===== src/rtl/csc_pkg.sv =====
// ----------------------------------------------------------------------------
// csc_pkg: shared types and constants of the calendar seconds converter
// Sequencer state type, calendar limits and the per-month second counts.
// ----------------------------------------------------------------------------
`default_nettype none

package csc_pkg;

	localparam int unsigned SECS_W = 36;
	localparam int unsigned YEAR_W = 12;

	localparam logic [YEAR_W-1:0] YEAR_FIRST = 12'd1600;
	localparam logic [YEAR_W-1:0] YEAR_LAST  = 12'd3000;

	// 3000-12-31 23:59:59 counted from 1600-01-01 00:00:00
	localparam logic [SECS_W-1:0] SECS_MAX       = 36'd44211311999;
	localparam logic [SECS_W-1:0] SECS_PER_DAY   = 36'd86400;
	localparam logic [SECS_W-1:0] SECS_PER_HOUR  = 36'd3600;
	localparam logic [SECS_W-1:0] SECS_PER_MIN   = 36'd60;
	localparam logic [SECS_W-1:0] SECS_YEAR      = 36'd31536000;
	localparam logic [SECS_W-1:0] SECS_YEAR_LEAP = 36'd31622400;

	localparam logic [3:0] MONTH_FEB = 4'd2;
	localparam logic [3:0] MONTH_DEC = 4'd12;

	// Sequencer phases: the year to minute phases add or remove one calendar unit per cycle
	typedef enum logic [2:0] {
		ST_IDLE,
		ST_YEAR,
		ST_MONTH,
		ST_DAY,
		ST_HOUR,
		ST_MIN,
		ST_SEC,
		ST_LOAD
	} csc_state_t;

	// Length of a month in days
	function automatic logic [4:0] month_days(input logic [3:0] m, input logic leap);
		logic [4:0] d;
		unique case (m)
			4'd4, 4'd6, 4'd9, 4'd11: d = 5'd30;
			MONTH_FEB:               d = leap ? 5'd29 : 5'd28;
			4'd0:                    d = 5'd0;
			default:                 d = 5'd31;
		endcase
		return d;
	endfunction

	// Length of a month in seconds
	function automatic logic [SECS_W-1:0] month_secs(input logic [3:0] m, input logic leap);
		logic [SECS_W-1:0] s;
		unique case (month_days(m, leap))
			5'd31:   s = 36'd2678400;
			5'd30:   s = 36'd2592000;
			5'd29:   s = 36'd2505600;
			5'd28:   s = 36'd2419200;
			default: s = '0;
		endcase
		return s;
	endfunction

endpackage

`default_nettype wire


===== src/rtl/calendar_seconds_converter.sv =====
// ----------------------------------------------------------------------------
// calendar_seconds_converter
// Gregorian date/time to seconds since 1600-01-01 and back, one year, month,
// day, hour or minute per cycle through a single shared add/subtract unit.
// ----------------------------------------------------------------------------
// With func 0 the fields are checked and composed into seconds_out; with
// func 1 seconds_in is split into year/month/day/hour/minute/second. Each
// request transfer gives one response transfer. The running count is stepped by
// one 37-bit add/subtract unit, one year, month, day, hour or minute per
// cycle; leap years are tracked with mod-4/100/400 counters that follow the
// year. Requests with a field outside its fixed range or an out-of-range
// count go straight to the output register load with invalid set; a day
// beyond the length of its month is found at the end of the year walk.
// req_ready is high only while idle; a finished response waits in the
// output register without holding up the next request.
`default_nettype none

module calendar_seconds_converter (
	input  wire                          clk,
	input  wire                          arst_n,
	input  wire                          req_valid,
	output logic                         req_ready,
	input  wire                          func,
	input  wire  [csc_pkg::YEAR_W-1:0]   year,
	input  wire  [3:0]                   month,
	input  wire  [4:0]                   day,
	input  wire  [4:0]                   hour,
	input  wire  [5:0]                   minute,
	input  wire  [5:0]                   second,
	input  wire  [csc_pkg::SECS_W-1:0]   seconds_in,
	output logic                         rsp_valid,
	input  wire                          rsp_ready,
	output logic [csc_pkg::SECS_W-1:0]   seconds_out,
	output logic [csc_pkg::YEAR_W-1:0]   year_out,
	output logic [3:0]                   month_out,
	output logic [4:0]                   day_out,
	output logic [4:0]                   hour_out,
	output logic [5:0]                   minute_out,
	output logic [5:0]                   second_out,
	output logic                         invalid
);
	import csc_pkg::*;

	csc_state_t state_q, state_d;

	// captured request
	logic              func_q;
	logic [YEAR_W-1:0] year_q;
	logic [3:0]        month_q;
	logic [4:0]        day_q;
	logic [4:0]        hour_q;
	logic [5:0]        minute_q;
	logic [5:0]        second_q;

	// working state
	logic [SECS_W-1:0] acc_q;
	logic [YEAR_W-1:0] y_q;
	logic [1:0]        ym4_q;
	logic [6:0]        ym100_q;
	logic [8:0]        ym400_q;
	logic [3:0]        m_q;
	logic [5:0]        cnt_q;
	logic              bad_q;
	logic [4:0]        day_w_q;
	logic [4:0]        hour_w_q;
	logic [5:0]        min_w_q;
	logic [5:0]        sec_w_q;

	// output register
	logic              rsp_valid_q;
	logic [SECS_W-1:0] seconds_out_q;
	logic [YEAR_W-1:0] year_out_q;
	logic [3:0]        month_out_q;
	logic [4:0]        day_out_q;
	logic [4:0]        hour_out_q;
	logic [5:0]        minute_out_q;
	logic [5:0]        second_out_q;
	logic              invalid_q;

	// control strobes
	logic req_xfer, start_bad;
	logic acc_upd, y_inc, m_inc, cnt_inc, cnt_clr;
	logic sv_day, sv_hour, sv_min, bad_set, out_load;

	// shared unit
	logic              leap;
	logic [SECS_W-1:0] au_op;
	logic [SECS_W:0]   au_res;
	logic              borrow;
	logic [5:0]        cnt_nxt;

	assign req_ready = (state_q == ST_IDLE);
	assign req_xfer  = req_valid && req_ready;
	assign cnt_nxt   = cnt_q + 6'd1;

	// range check at the request transfer; day length is checked after the year walk
	always_comb begin
		if (func) begin
			start_bad = (seconds_in > SECS_MAX);
		end else begin
			start_bad = (year < YEAR_FIRST) || (year > YEAR_LAST)
				|| (month == 4'd0) || (month > MONTH_DEC) || (day == 5'd0)
				|| (hour > 5'd23) || (minute > 6'd59) || (second > 6'd59);
		end
	end

	// leap rule from the residue counters of the current year
	assign leap = (ym4_q == 2'd0) && ((ym100_q != 7'd0) || (ym400_q == 9'd0));

	// operand select and add/subtract: subtract when decomposing
	always_comb begin
		unique case (state_q)
			ST_YEAR:  au_op = leap ? SECS_YEAR_LEAP : SECS_YEAR;
			ST_MONTH: au_op = month_secs(m_q, leap);
			ST_DAY:   au_op = SECS_PER_DAY;
			ST_HOUR:  au_op = SECS_PER_HOUR;
			ST_MIN:   au_op = SECS_PER_MIN;
			ST_SEC:   au_op = {30'd0, second_q};
			default:  au_op = '0;
		endcase
	end

	assign au_res = {1'b0, acc_q} + (func_q ? ~{1'b0, au_op} : {1'b0, au_op})
		+ {{SECS_W{1'b0}}, func_q};
	assign borrow = au_res[SECS_W];

	// state register
	always_ff @(posedge clk or negedge arst_n) begin
		if (!arst_n) begin
			state_q <= ST_IDLE;
		end else begin
			state_q <= state_d;
		end
	end

	// next state and strobes
	always_comb begin
		state_d  = state_q;
		acc_upd  = 1'b0;
		y_inc    = 1'b0;
		m_inc    = 1'b0;
		cnt_inc  = 1'b0;
		cnt_clr  = 1'b0;
		sv_day   = 1'b0;
		sv_hour  = 1'b0;
		sv_min   = 1'b0;
		bad_set  = 1'b0;
		out_load = 1'b0;
		unique case (state_q)
			ST_IDLE: begin
				if (req_valid) begin
					state_d = start_bad ? ST_LOAD : ST_YEAR;
				end
			end
			ST_YEAR: begin
				if (func_q) begin
					if ((y_q == YEAR_LAST) || borrow) begin
						state_d = ST_MONTH;
					end else begin
						acc_upd = 1'b1;
						y_inc   = 1'b1;
					end
				end else if (y_q == year_q) begin
					if (day_q > month_days(month_q, leap)) begin
						bad_set = 1'b1;
						state_d = ST_LOAD;
					end else begin
						state_d = ST_MONTH;
					end
				end else begin
					acc_upd = 1'b1;
					y_inc   = 1'b1;
				end
			end
			ST_MONTH: begin
				if (func_q ? ((m_q == MONTH_DEC) || borrow) : (m_q == month_q)) begin
					cnt_clr = 1'b1;
					state_d = ST_DAY;
				end else begin
					acc_upd = 1'b1;
					m_inc   = 1'b1;
				end
			end
			ST_DAY: begin
				if (func_q ? borrow : (cnt_nxt == {1'b0, day_q})) begin
					sv_day  = func_q;
					cnt_clr = 1'b1;
					state_d = ST_HOUR;
				end else begin
					acc_upd = 1'b1;
					cnt_inc = 1'b1;
				end
			end
			ST_HOUR: begin
				if (func_q ? borrow : (cnt_q == {1'b0, hour_q})) begin
					sv_hour = func_q;
					cnt_clr = 1'b1;
					state_d = ST_MIN;
				end else begin
					acc_upd = 1'b1;
					cnt_inc = 1'b1;
				end
			end
			ST_MIN: begin
				if (func_q ? borrow : (cnt_q == minute_q)) begin
					sv_min  = func_q;
					state_d = func_q ? ST_LOAD : ST_SEC;
				end else begin
					acc_upd = 1'b1;
					cnt_inc = 1'b1;
				end
			end
			ST_SEC: begin
				acc_upd = 1'b1;
				state_d = ST_LOAD;
			end
			ST_LOAD: begin
				if (!rsp_valid_q || rsp_ready) begin
					out_load = 1'b1;
					state_d  = ST_IDLE;
				end
			end
			default: state_d = ST_IDLE;
		endcase
	end

	// datapath: request capture, running count and calendar counters
	always_ff @(posedge clk) begin
		if (req_xfer) begin
			func_q   <= func;
			year_q   <= year;
			month_q  <= month;
			day_q    <= day;
			hour_q   <= hour;
			minute_q <= minute;
			second_q <= second;
			acc_q    <= func ? seconds_in : '0;
			y_q      <= YEAR_FIRST;
			ym4_q    <= 2'd0;
			ym100_q  <= 7'd0;
			ym400_q  <= 9'd0;
			m_q      <= 4'd1;
			bad_q    <= start_bad;
		end else begin
			if (acc_upd) begin
				acc_q <= au_res[SECS_W-1:0];
			end
			if (y_inc) begin
				y_q     <= y_q + 12'd1;
				ym4_q   <= ym4_q + 2'd1;
				ym100_q <= (ym100_q == 7'd99) ? 7'd0 : ym100_q + 7'd1;
				ym400_q <= (ym400_q == 9'd399) ? 9'd0 : ym400_q + 9'd1;
			end
			if (m_inc) begin
				m_q <= m_q + 4'd1;
			end
			if (bad_set) begin
				bad_q <= 1'b1;
			end
		end
		if (cnt_clr) begin
			cnt_q <= 6'd0;
		end else if (cnt_inc) begin
			cnt_q <= cnt_nxt;
		end
		if (sv_day) begin
			day_w_q <= cnt_nxt[4:0];
		end
		if (sv_hour) begin
			hour_w_q <= cnt_q[4:0];
		end
		if (sv_min) begin
			min_w_q <= cnt_q;
			sec_w_q <= acc_q[5:0];
		end
	end

	// output register valid
	always_ff @(posedge clk or negedge arst_n) begin
		if (!arst_n) begin
			rsp_valid_q <= 1'b0;
		end else if (out_load) begin
			rsp_valid_q <= 1'b1;
		end else if (rsp_ready) begin
			rsp_valid_q <= 1'b0;
		end
	end

	// output register payload; fields of the other mode read zero
	always_ff @(posedge clk) begin
		if (out_load) begin
			seconds_out_q <= (!func_q && !bad_q) ? acc_q : '0;
			year_out_q    <= (func_q && !bad_q) ? y_q : '0;
			month_out_q   <= (func_q && !bad_q) ? m_q : '0;
			day_out_q     <= (func_q && !bad_q) ? day_w_q : '0;
			hour_out_q    <= (func_q && !bad_q) ? hour_w_q : '0;
			minute_out_q  <= (func_q && !bad_q) ? min_w_q : '0;
			second_out_q  <= (func_q && !bad_q) ? sec_w_q : '0;
			invalid_q     <= bad_q;
		end
	end

	assign rsp_valid   = rsp_valid_q;
	assign seconds_out = seconds_out_q;
	assign year_out    = year_out_q;
	assign month_out   = month_out_q;
	assign day_out     = day_out_q;
	assign hour_out    = hour_out_q;
	assign minute_out  = minute_out_q;
	assign second_out  = second_out_q;
	assign invalid     = invalid_q;

endmodule

`default_nettype wire


===== config.mk =====
export PLATFORM = sky130hd
export DESIGN_NAME = calendar_seconds_converter
export DESIGN_NICKNAME = d
export VERILOG_FILES = /design/src/rtl/csc_pkg.sv /design/src/rtl/calendar_seconds_converter.sv
export SDC_FILE = /design/constraint.sdc
export NUM_CORES = 1
export LEC_CHECK = 0
export BUFFER_PORTS_ARGS = -buffer_cell sky130_fd_sc_hd__buf_2
export CORE_ASPECT_RATIO = 2
export CORE_MARGIN = 3
export CORE_UTILIZATION = 58
export CTS_CLUSTER_SIZE = 16
export DETAILED_ROUTE_END_ITERATION = 8
export PLACE_DENSITY_LB_ADDON = 0.1
export SLEW_MARGIN = 10
export SYNTH_ARGS = -nofsm -noshare
export SYNTH_HDL_FRONTEND = slang
export SYNTH_SLANG_ARGS = --single-unit

===== constraint.sdc =====
create_clock -name clk -period 11.1 [get_ports clk]
set_clock_uncertainty 0.15 [all_clocks]
set_input_delay 0 -clock clk [delete_from_list [all_inputs] [get_ports clk]]
set_output_delay 0 -clock clk [all_outputs]
set_load 0.05 [all_outputs]

Word level (Yosys, flattened, before mapping)
Index checks and enable logic that the tools add are counted.

word-level totals
  register bits after elaboration = 217
  input port bits = 79
  word-level logic and storage cells = 181
  output and inout bits = 77

operators by class
  eq/ne operators = 38
  $lt $le $gt $ge = 8
  mux-type cells = 65
  $add $sub $neg = 8
  reductions and logical operators = 32
  bitwise logic cells = 1

operators with widths
  operator               number
  $pmux 25 s6            1
  $mux 36                3
  $pmux 22 s4            1
  $add 36x37->37         1
  $add 37x1->37          1
  $mux 37                1
  $not 36->37            1
  $gt 36x36->1 const B   1
  $mux 1                 35
  $mux 3                 11
  $pmux 5 s3             2
  $pmux 3 s8             1
  $eq 4x4->1 const B     5
  $eq 5x5->1 const B     4
  $mux 5                 4
  $mux 18                1
  $eq 4x3->1 const B     4
  $add 12x1->12 const B  1
  $eq 12x12->1           1
  $eq 12x12->1 const B   1
  $eq 3x3->1 const B     4
  $eq 6x5->1             2
  $gt 12x12->1 const B   1
  $gt 6x6->1 const B     2
  other kinds (34)       63

Depth between registers and ports, before layout
Gate-level depths: netlist of run 1.

  depth after elaboration = 19
  mapped depth = 28
  gate-level depth less buffers = 27

Worst setup path after synthesis of run 1
No wires, ideal clock.

  path kind = flip-flop to flip-flop
  start point = register, netlist name func_q
  end point = register day_out_q[0] (netlist: day_out[0]), enable pin
  cell stages (with the launch flop) = 21
  clock period less this slack = 9.304 ns
  data required time = 10.438 ns
  arrival = 8.643 ns
  slack = 1.796 ns
  buffers on the path = 3
  setup time = 0.512 ns
  cells stage by stage = edfxtp_1 > clkbuf_1 > buf_1 > xnor2_1 > fa_1 > a21o_1 > a221oi_1 > or4b_4 > a211oi_1 > o31ai_1 > o311ai_0 > o21ba_2 > o22ai_1 > ha_1 > nand2b_1 > o31ai_1 > o21ai_1 > a32o_1 > buf_6 > or4_4 > nor2_1

RTL lines
  element               line                               source
  to (signal assigned)  calendar_seconds_converter.sv:295  day_out_q <= (func_q && !bad_q) ? day_w_q : '0;
  to (decl)             calendar_seconds_converter.sv:74   logic [4:0] day_out_q;

==> flow_summary.ini, run 1 <==
[detailed_routing]
drt_wl_total_mm = 30.63
first_pass_iters = 6
avgViaCountPerCell = 5.923
routedWlPerCell_um = 19.47
vias = 9317
drc = 0
drt-initial-drc-count = 643
ant_nets = 0

[global_routing]
grt_antenna_before_repair = 0
grt_max_degree = 89
overflow = 0
grtUsageTotal_pct = 28.29
grt_pass1_wl_mm = 48.32
grt_pass1_vias = 9516

[timing]
finalCritPeriodShare_pct = 74.96
hold_viol_final = 0
setup_viol = 0
tightest_slew_ns = 1.056
min_period_ns = 8.320
fmax_ghz = 0.1202
finalSetupTns_ns = 0
slew_viol_final = 0
slew-limit-headroom_pct = 29.58
rsz0062_at_grt = false
timing.hold.ws_ns = 0.06540

[floorplanning]
core_area_mm2 = 0.01955
die_y_um = 206.4
start_util_pct = 59.59
pin_count = 156
die-area_mm2 = 0.02193
rows = 72
die_w_um = 106.2

[clock_network]
clock-sinks = 217
worstSkewPairLatency_ns = 0.51
clk_path_buf_depth = 3
htreeDepth = 1
post_cts_buffers = 0
cts_made_buffers = 20
tritoncts = yes
cts.clk_slew.worst_paths_ns = 0.07
cts_root_buf = clkbuf_16

[synthesis]
synth_ff_type = edfxtp_1
netlist_instances = 1084
yosysUniqueCellTypes = 70
muxShareOfSynthArea_pct = 1.053
ys_seq_area_share_pct = 52.33
synthSimpleGateAreaFrac_pct = 17.68
synthesis.area_mm2 = 0.01165
synthXorXnorAreaFrac_pct = 8.119
yosysWarningCount = 0
syn_area_per_cell_um2 = 10.75
synth_top_family_by_area = simple AND/OR/NAND/NOR gates
syn_nets = 1217
ys_seq_elements = 217
synth_edf_count = 173
synth_fa_ha_area_share_pct = 5.864
async_flop_share_pct = 1.843
synth_compound_area_share_pct = 12.25

[final_layout]
fill_cells = 1431
mostFrequentLayoutCells = edfxtp_1 (173), buf_2 (155), and2_1 (81)
layout-drive-gt1-share_pct = 15.98
layout_commonest_cell = edfxtp_1
fin_nets = 1433
n_antenna_cell = 0
final_cells = 1573
synthToLayoutAreaGrowth_pct = 21.35

[critical_path]
critPathMaxFanout = 56
cp_data_arrival_time_ns = 8.30
end_kind = flip-flop
path_class = flip-flop to flip-flop
start_kind = flip-flop
cp.required_ns = 11.08
r2r_slack_ns = 2.78

[power]
power_leakage_nw = 5.607
power_per_cell_area_mw_per_mm2 = 316.4
ir_drop_mv = 0.2008

[worst_hold_path]
hp-class = input pin to flip-flop

[placed_design]
hpwl_mm = 21.39
io_buffers = 155
place_congestion = 0.9637
dp_cells = 1459

[status]
status = finished, final reports clean

[job]
drv_cap = 0
## registers in the layout (all words and copies together), names as in the netlist, 7 cells and up
signal / cells
acc_q: 36
year_q: 12
y_q: 12
year_out: 12
ym400_q: 9
seconds_out: 36
ym100_q: 7
## synthesized netlist by cell type, drive strengths merged (9+ instances only)
master  number  area [µm²]
a211oi       9       72.57
a21o        20       150.1
a21oi       48       240.2
a31oi       11       68.82
and2        81       506.7
and3        19       118.9
clkbuf      38       142.6
dfxtp       40       800.8
edfxtp     173        5195
ha          53       663.1
inv         33       123.9
mux2i       10       100.1
nand2       58       217.7
nand3       61       305.3
nand4       18       112.6
nor2        79       296.5
nor2b       11       68.82
nor3        22       110.1
nor4        11       68.82
o21a        10       75.07
o21ai       61       305.3
o31ai       10       75.07
xnor2       46       402.9
xor2        62       543.0
## metal layers
layer | part of all wire (%) | GRT usage (%) | vias up
met5 | 0 | 0 | -
met4 | 6.4 | 17.65 | 0
met3 | 5.1 | 2.938 | 113
met2 | 55 | 53.18 | 386
met1 | 33 | 29.59 | 4418
li1 | - | - | 4400
## per-stage QoR
stage | worst slack (ns) | cell area, µm² | power, mW | utilization (%)
after CTS | 2.820 | 14130 | 4.467 | 72.29
after detailed placement | 2.881 | 12630 | 3.687 | 64.59
after floorplan | 1.796 | 11650 | 3.151 | -
final | 2.780 | 14140 | 4.473 | 72.32
after global routing | 2.162 | 14140 | 4.763 | 72.32
after global placement | 3.122 | 12630 | 3.647 | 64.59
## report_power, final
group          internal [mW]  switching, mW  leakage (nW)  total, mW
Clock                  0.447          0.298         0.352      0.745
Combinational          0.779           1.45          3.25       2.23
Sequential              1.29          0.216          2.00       1.50
Total                   2.51           1.96          5.61       4.47
## path summary, 6_finish.rpt
path,from,to,depth (start not counted)
setup / recovery,state_q[2]$_DFFE_PN0P_,seconds_out[31]$_SDFFCE_PN0P_,24
hold / removal,req_valid,state_q[1]$_DFFE_PN0P_,4
setup reg to reg,state_q[2]$_DFFE_PN0P_,seconds_out[31]$_SDFFCE_PN0P_,24
hold reg to reg,ym4_q[1]$_SDFFE_PP0P_,ym4_q[1]$_SDFFE_PP0P_,2
max in group asynchronous,arst_n,rsp_valid$_DFFE_PN0P_,3
min in group asynchronous,arst_n,state_q[2]$_DFFE_PN0P_,3
## cells by family after synthesis
logic type	count (synthesis)
flops	217
buf+inv	79
simple gates	393
mux	12
fa+ha+maj	54
xor+xnor	108
compound gates	221
## critical path, stage by stage (launching register included)
cell	delay, ns
dfrtp_1	0.53
clkinv_1	0.31
nand2_1	0.21
nor2_1	0.12
o31ai_1	0.26
a21oi_1	0.21
a211oi_1	0.32
xnor2_1	0.10
ha_1	0.38
a2111oi_0	0.38
o21ai_0	0.13
o21ai_0	0.19
a211oi_1	0.18
o31ai_1	0.63
o311ai_0	0.30
o21ba_2	0.27
o22ai_1	0.24
ha_1	0.35
nand2b_1	0.21
o31ai_1	0.12
o21ai_1	0.10
a32o_1	0.33
or4_4	0.62
nor2_4	0.56
buf_4	0.68
## layout make-up
class | instances | area [µm²] | area share (%)
multi-input combinational | 788 | 5260 | 37.21
sequential | 217 | 6096 | 43.12
tap | 259 | 324.1 | 2.292
inverter | 34 | 130.1 | 0.9204
clock buffer | 27 | 589.3 | 4.169
clock inverter | 9 | 136.4 | 0.9647
timing repair buffer | 239 | 1602 | 11.33
## timing repair
item / in CTS / in global routing
setup endpoints to repair: 0 / 0
hold buffers: 78 / 0
hold endpoints to repair: 81 / 0
gates resized for setup: 0 / 0
Power figures use the tool's default switching activity.
==> run 2: changes to the inputs <==
--- a/config.mk
+++ b/config.mk
@@ -5,10 +5,11 @@
 export SDC_FILE = /design/constraint.sdc
 export NUM_CORES = 1
 export LEC_CHECK = 0
+export ABC_AREA = 1
 export BUFFER_PORTS_ARGS = -buffer_cell sky130_fd_sc_hd__buf_2
 export CORE_ASPECT_RATIO = 2
 export CORE_MARGIN = 3
-export CORE_UTILIZATION = 58
+export CORE_UTILIZATION = 59
 export CTS_CLUSTER_SIZE = 16
 export DETAILED_ROUTE_END_ITERATION = 8
 export PLACE_DENSITY_LB_ADDON = 0.1
==> constraint.sdc (replaced) <==
create_clock -name clk -period 8.54 [get_ports clk]
set_clock_uncertainty 0.15 [all_clocks]
set_input_delay 0 -clock clk [delete_from_list [all_inputs] [get_ports clk]]
set_output_delay 0 -clock clk [all_outputs]
set_load 0.05 [all_outputs]
==> run 2 against run 1 <==
Routed wire length is 25% higher. Sequential cell count did not move. Via count increased by 20%. Non-clock buffer count up 2. Critical endpoint is now acc_q[2]$_DFFE_PP_. Critical path depth up 1. Synthesized area grew 6.7%. Sequential share of layout area shrank 2.2 points. Global-route usage up 5.3 points. Sequential power rose by 25%. Largest power group unchanged. Register-to-register slack gained 0.48 ns.
==> flow_summary.ini, run 2 <==
[status]
status = finished, final reports clean

[synthesis]
netlist_instances = 1481
syn_area_per_cell_um2 = 8.394
yosysUniqueCellTypes = 54
syn_nets = 1614
synthTopCellsByCount = nand2_1 (320), nor2_1 (202), inv_1 (198), edfxtp_1 (173), a21oi_1 (93)
synthesis.area_mm2 = 0.01243
ys_seq_area_share_pct = 49.03
synth_edf_count = 173
synth_top_area_cell = edfxtp_1
synth.top_cell.area_share_pct = 41.79
async_flop_share_pct = 1.843
ys_seq_elements = 217
synth_ff_type = edfxtp_1
synth.area.top_cells = edfxtp_1 (42%), nand2_1 (9.7%), dfxtp_1 (6.4%), nor2_1 (6.1%), inv_1 (6.0%)
yosysMostFrequentCell = nand2_1
yosysWarningCount = 0

[global_routing]
grt_antenna_before_repair = 0
grtUsageTotal_pct = 33.62
overflow = 0
grt_pass1_wl_mm = 58.82
grt_max_degree = 70
grt_pass1_vias = 11450

[detailed_routing]
routedWlPerCell_um = 19.15
ant_nets = 0
first_pass_iters = 7
drt_wl_total_mm = 38.19
drt-initial-drc-count = 615
vias = 11213
drc = 0
avgViaCountPerCell = 5.623

[timing]
finalSetupTns_ns = 0
finalCritPeriodShare_pct = 61.83
slew_viol_final = 0
min_period_ns = 5.280
fmax_ghz = 0.1894
hold_viol_final = 0
setup_viol = 0
tightest_slew_ns = 1.095
slew-limit-headroom_pct = 26.76
rsz0062_at_grt = false

[critical_path]
end_kind = flip-flop
path_buf_inv = 5
cp.required_ns = 8.53
start_kind = flip-flop
critPathMaxFanout = 36
critPathTopFamily = compound AO/OA/AOI/OAI gates
path_class = flip-flop to flip-flop
cp_data_arrival_time_ns = 5.27
cpPeakStageDelay_ns = 0.48
slowest_stage = buf_4

[power]
power_switching_mw = 3.022
swShare_pct = 49.04
intPower_mw = 3.141
ir_drop_mv = 0.2582
power_leakage_nw = 6.591
power_per_cell_area_mw_per_mm2 = 413.9
comb_power_share_pct = 54.7
clock_power_share_pct = 14.9
total_power_mw = 6.163
seq_power_share_pct = 30.4

[final_layout]
fill_cells = 1568
layout_commonest_cell = nand2_1
synthToLayoutAreaGrowth_pct = 19.77
layout-drive-gt1-share_pct = 13.54
mostFrequentLayoutCells = nand2_1 (319), nor2_1 (201), inv_1 (198)
n_antenna_cell = 0
fin_nets = 1847

[floorplanning]
core_area_mm2 = 0.02055
die-area_mm2 = 0.02295
rows = 74
die_y_um = 211.3
start_util_pct = 60.48
die_w_um = 108.6
pin_count = 156

[clock_network]
clk_path_buf_depth = 3
worstSkewPairLatency_ns = 0.51
post_cts_buffers = 0
htreeDepth = 1
cts_made_buffers = 20
cts_root_buf = clkbuf_16
cts.clk_slew.worst_paths_ns = 0.07
clock-sinks = 217
tritoncts = yes

[placed_design]
place_congestion = 1.041
hpwl_mm = 27.53
io_buffers = 155

[job]
drv_cap = 0

[worst_hold_path]
hp-class = input pin to flip-flop
## run 2: cell types whose count changed after synthesis, moves of 16 or more
cell	before	now
xor2_1	62	43
nand3_1	61	80
and3_1	19	1
clkbuf_1	38	9
inv_1	33	198
a21o_1	20	4
nand2_1	58	320
nor2_1	79	202
and2_1	81	2
xnor2_1	46	15
a21oi_1	48	93
## run 2: cell families after synthesis
logic type / share of synthesized area, %
AOI/OAI and AO/OA: 9.692
xor gates and xnor gates: 4.086
adders and majority gates: 5.495
buffers and inverters: 7.679
DFF: 49.03
and+or+nand+nor: 24.01
## run 2: final timing paths
path	from	to	slack (ns)	depth (start not counted)
worst min-delay path	hour[2]	hour_q[2]$_DFFE_PP_	0.06	2
worst min register to register	ym4_q[1]$_SDFFE_PP0P_	ym4_q[1]$_SDFFE_PP0P_	0.31	2
min in group asynchronous	arst_n	state_q[2]$_DFFE_PN0P_	0.28	3
max in group asynchronous	arst_n	rsp_valid$_DFFE_PN0P_	7.77	3
worst max-delay path	m_q[0]$_SDFFE_PP1P_	acc_q[2]$_DFFE_PP_	3.26	25
worst max register to register	m_q[0]$_SDFFE_PP1P_	acc_q[2]$_DFFE_PP_	3.26	25
## run 2: what timing repair did
item	in CTS	in global routing
hold buffers	79	0
endpoints found under the hold margin	91	0
resized for setup	0	0
## run 2: metal layers
layer	share of wire, %	global-route usage, %
met2	55	63.30
met1	33	32.77
met5	0	0
met3	4.2	3.181
met4	8.6	24.80
## run 2: final cells by class
type,count,area (µm²),share of cell area (%)
inverter,209,787.0,5.286
tap,266,332.8,2.235
clock buffer,24,546.8,3.672
multi-input combinational,1025,5391,36.21
sequential,217,6096,40.94
clock inverter,12,116.4,0.7815
timing repair buffer,241,1619,10.87
## run 2: through the flow
step	hold WS (ns)	cell area (µm²)	util, %	setup slack [ns]	instances
after floorplan	-0.4456	12430	-	3.457	1481
after global placement	-0.3322	13440	65.36	3.411	1879
after detailed placement	-0.3330	13440	65.36	3.278	1879
after CTS	0.03275	14890	72.44	3.249	1994
after global routing	0.06023	14890	72.44	2.790	1994
final	0.05871	14890	72.44	3.260	1994
## run 2: power groups by stage
stage | Sequential, mW | Combinational (mW) | Clock, mW
final | 1.87 | 3.37 | 0.917
after CTS | 1.86 | 3.32 | 0.926
after detailed placement | 1.89 | 3.28 | 0
after global routing | 1.90 | 3.73 | 0.962
after global placement | 1.88 | 3.25 | 0
after floorplan | 1.99 | 2.21 | 0
==> run 3: changes to the inputs <==
--- a/config.mk
+++ b/config.mk
@@ -5,11 +5,11 @@
 export SDC_FILE = /design/constraint.sdc
 export NUM_CORES = 1
 export LEC_CHECK = 0
-export ABC_AREA = 1
+export ABC_AREA = 0
 export BUFFER_PORTS_ARGS = -buffer_cell sky130_fd_sc_hd__buf_2
 export CORE_ASPECT_RATIO = 2
 export CORE_MARGIN = 3
-export CORE_UTILIZATION = 59
+export CORE_UTILIZATION = 58
 export CTS_CLUSTER_SIZE = 16
 export DETAILED_ROUTE_END_ITERATION = 8
 export PLACE_DENSITY_LB_ADDON = 0.1
==> constraint.sdc (replaced) <==
create_clock -name clk -period 5.2 [get_ports clk]
set_clock_uncertainty 0.15 [all_clocks]
set_input_delay 0 -clock clk [delete_from_list [all_inputs] [get_ports clk]]
set_output_delay 0 -clock clk [all_outputs]
set_load 0.05 [all_outputs]
==> run 3 against run 2 <==
The run now ends with setup timing left. Critical path depth shrank 1. Die area fell by 4.5%. Non-clock buffer count grew 167. Core utilization increased by 9.3 points. Worst setup slack lost 4.1 ns. Via count is 8.7% lower. Sequential power is 67% higher. Combinational power rose by 100%. Routed wire length down 4.7%. Global-route usage down 1.3 points. Final area increased by 7.3%.
==> flow_summary.ini, run 3 (synthesis results as in run 1) <==
[floorplanning]
die_y_um = 206.4
core_area_mm2 = 0.01955
pin_count = 156
rows = 72
die-area_mm2 = 0.02193
start_util_pct = 59.59
die_w_um = 106.2

[status]
status = finished, violations left
violations = setup timing

[timing]
hold_viol_final = 0
min_period_ns = 6.046
slew_viol_final = 0
rsz0062_at_grt = true
fmax_ghz = 0.1654
finalSetupTns_ns = -87.96
setup_viol = 148
timing.hold.ws_ns = 0.06343
finalCritPeriodShare_pct = 116.3
slew-limit-headroom_pct = 44.03
tightest_slew_ns = 0.8395
setup_slack_ns = -0.8456

[final_layout]
mostFrequentLayoutCells = edfxtp_1 (173), buf_2 (155), buf_4 (143)
layout_commonest_cell = edfxtp_1
synthToLayoutAreaGrowth_pct = 37.09
finalInstanceArea_mm2 = 0.01597
final_cells = 1742
utilization_pct = 81.69
fill_cells = 1180
n_antenna_cell = 0
layout-drive-gt1-share_pct = 28.93
fin_nets = 1602

[clock_network]
cts_made_buffers = 20
clk_path_buf_depth = 3
cts.clk_slew.worst_paths_ns = 0.07
tritoncts = yes
worstSkewPairLatency_ns = 0.51
clock-sinks = 217
cts_root_buf = clkbuf_16
htreeDepth = 1

[worst_hold_path]
hp-class = input pin to flip-flop

[detailed_routing]
routedWlPerCell_um = 20.90
first_pass_iters = 5
drt-initial-drc-count = 601
drt_wl_total_mm = 36.41
drc = 0
ant_nets = 0
vias = 10233
avgViaCountPerCell = 5.874

[critical_path]
critPathMaxFanout = 5
timing.rr.start = ym400_q[8]$_SDFFE_PP0P_
r2r_cells = 24
critPathLaunch = ym400_q[8]$_SDFFE_PP0P_
cp-endpoint = invalid$_DFFE_PP_
r2r_end = invalid$_DFFE_PP_
start_kind = flip-flop
cp_data_arrival_time_ns = 6.12
path_class = flip-flop to flip-flop
end_kind = flip-flop
cp.required_ns = 5.28
r2r_slack_ns = -0.85

[global_routing]
grt_antenna_before_repair = 0
grt_pass1_vias = 10629
overflow = 0
grtUsageTotal_pct = 32.30
grt_max_degree = 53
grt_pass1_wl_mm = 54.88

[power]
total_power_mw = 11.51
power_leakage_nw = 6.564
power_per_cell_area_mw_per_mm2 = 720.4
ir_drop_mv = 0.5355

[placed_design]
hpwl_mm = 23.72
place_congestion = 0.9764
dp_cells = 1596
preCtsSetupSlack_ns = -0.9841
io_buffers = 155
place_area_mm2 = 0.01382

[job]
drv_cap = 0
## run 3: cell count changes in the layout (fill, tap and decap cells not counted), moves of 28 or more
cell     change
buf_4      +136
nor2_1     -126
nand2_1    -265
and2_1      +78
a21oi_1     -46
inv_1      -166
xnor2_1     +28
## run 3: timing repair
item	CTS	global route
endpoints found under the setup margin	154	156
pin swaps	13	10
setup buffers	13	13
resized for setup	41	30
endpoints found under the hold margin	86	0
hold buffers	79	0
gates cloned	6	4
## run 3: where the power goes
part | total [mW] | switching, mW | internal [mW]
Sequential | 3.13 | 0.393 | 2.74
Clock | 1.48 | 0.655 | 0.826
Combinational | 6.89 | 3.89 | 2.99
Total | 11.5 | 4.94 | 6.56
## run 3: cell type report
type	instances	area, µm²	area share [%]
Clock inverter	10	95.09	0.5954
Tap cell	259	324.1	2.029
Multi-Input combinational cell	788	5549	34.75
Sequential cell	217	6103	38.22
Timing Repair Buffer	408	3203	20.06
Inverter	34	131.4	0.8226
Clock buffer	26	564.3	3.533
## run 3: critical path, stage by stage (launching register included)
cell	delay [ns]
dfxtp_2	0.32
nor4_2	0.27
nand3_1	0.17
a41o_1	0.30
a22oi_2	0.18
nor2_2	0.07
a211oi_2	0.25
xnor2_1	0.10
ha_1	0.35
and3_4	0.20
or4b_4	0.51
a211oi_4	0.27
o31ai_2	0.10
o311ai_2	0.28
o21ba_2	0.22
o22ai_4	0.09
ha_4	0.24
nor2b_1	0.17
a41oi_2	0.07
a32o_2	0.31
or4_4	0.55
nor2_4	0.14
buf_6	0.17
buf_12	0.13
clkbuf_16	0.13
## run 3: metal layers
layer	part of all wire, %	vias up	track usage, %	routed length (µm)
li1	-	4751	-	-
met2	56	426	63.48	20260
met1	32	4913	30.93	11830
met4	7.0	0	20.01	2538
met5	0	-	0	0
met3	4.9	143	3.939	1789
## run 3: how the worst min path moves through the flow
stage                          from                     to  slack (ns)  depth (start not counted)
after global routing      minute[0]  minute_q[0]$_DFFE_PP_        0.06                          2
after global placement       arst_n  rsp_valid$_DFFE_PN0P_       -0.33                          1
after CTS                 second[1]  second_q[1]$_DFFE_PP_        0.05                          2
after detailed placement     arst_n  rsp_valid$_DFFE_PN0P_       -0.33                          1
after floorplan              arst_n  rsp_valid$_DFFE_PN0P_       -0.45                          0
final                     second[1]  second_q[1]$_DFFE_PP_        0.06                          2
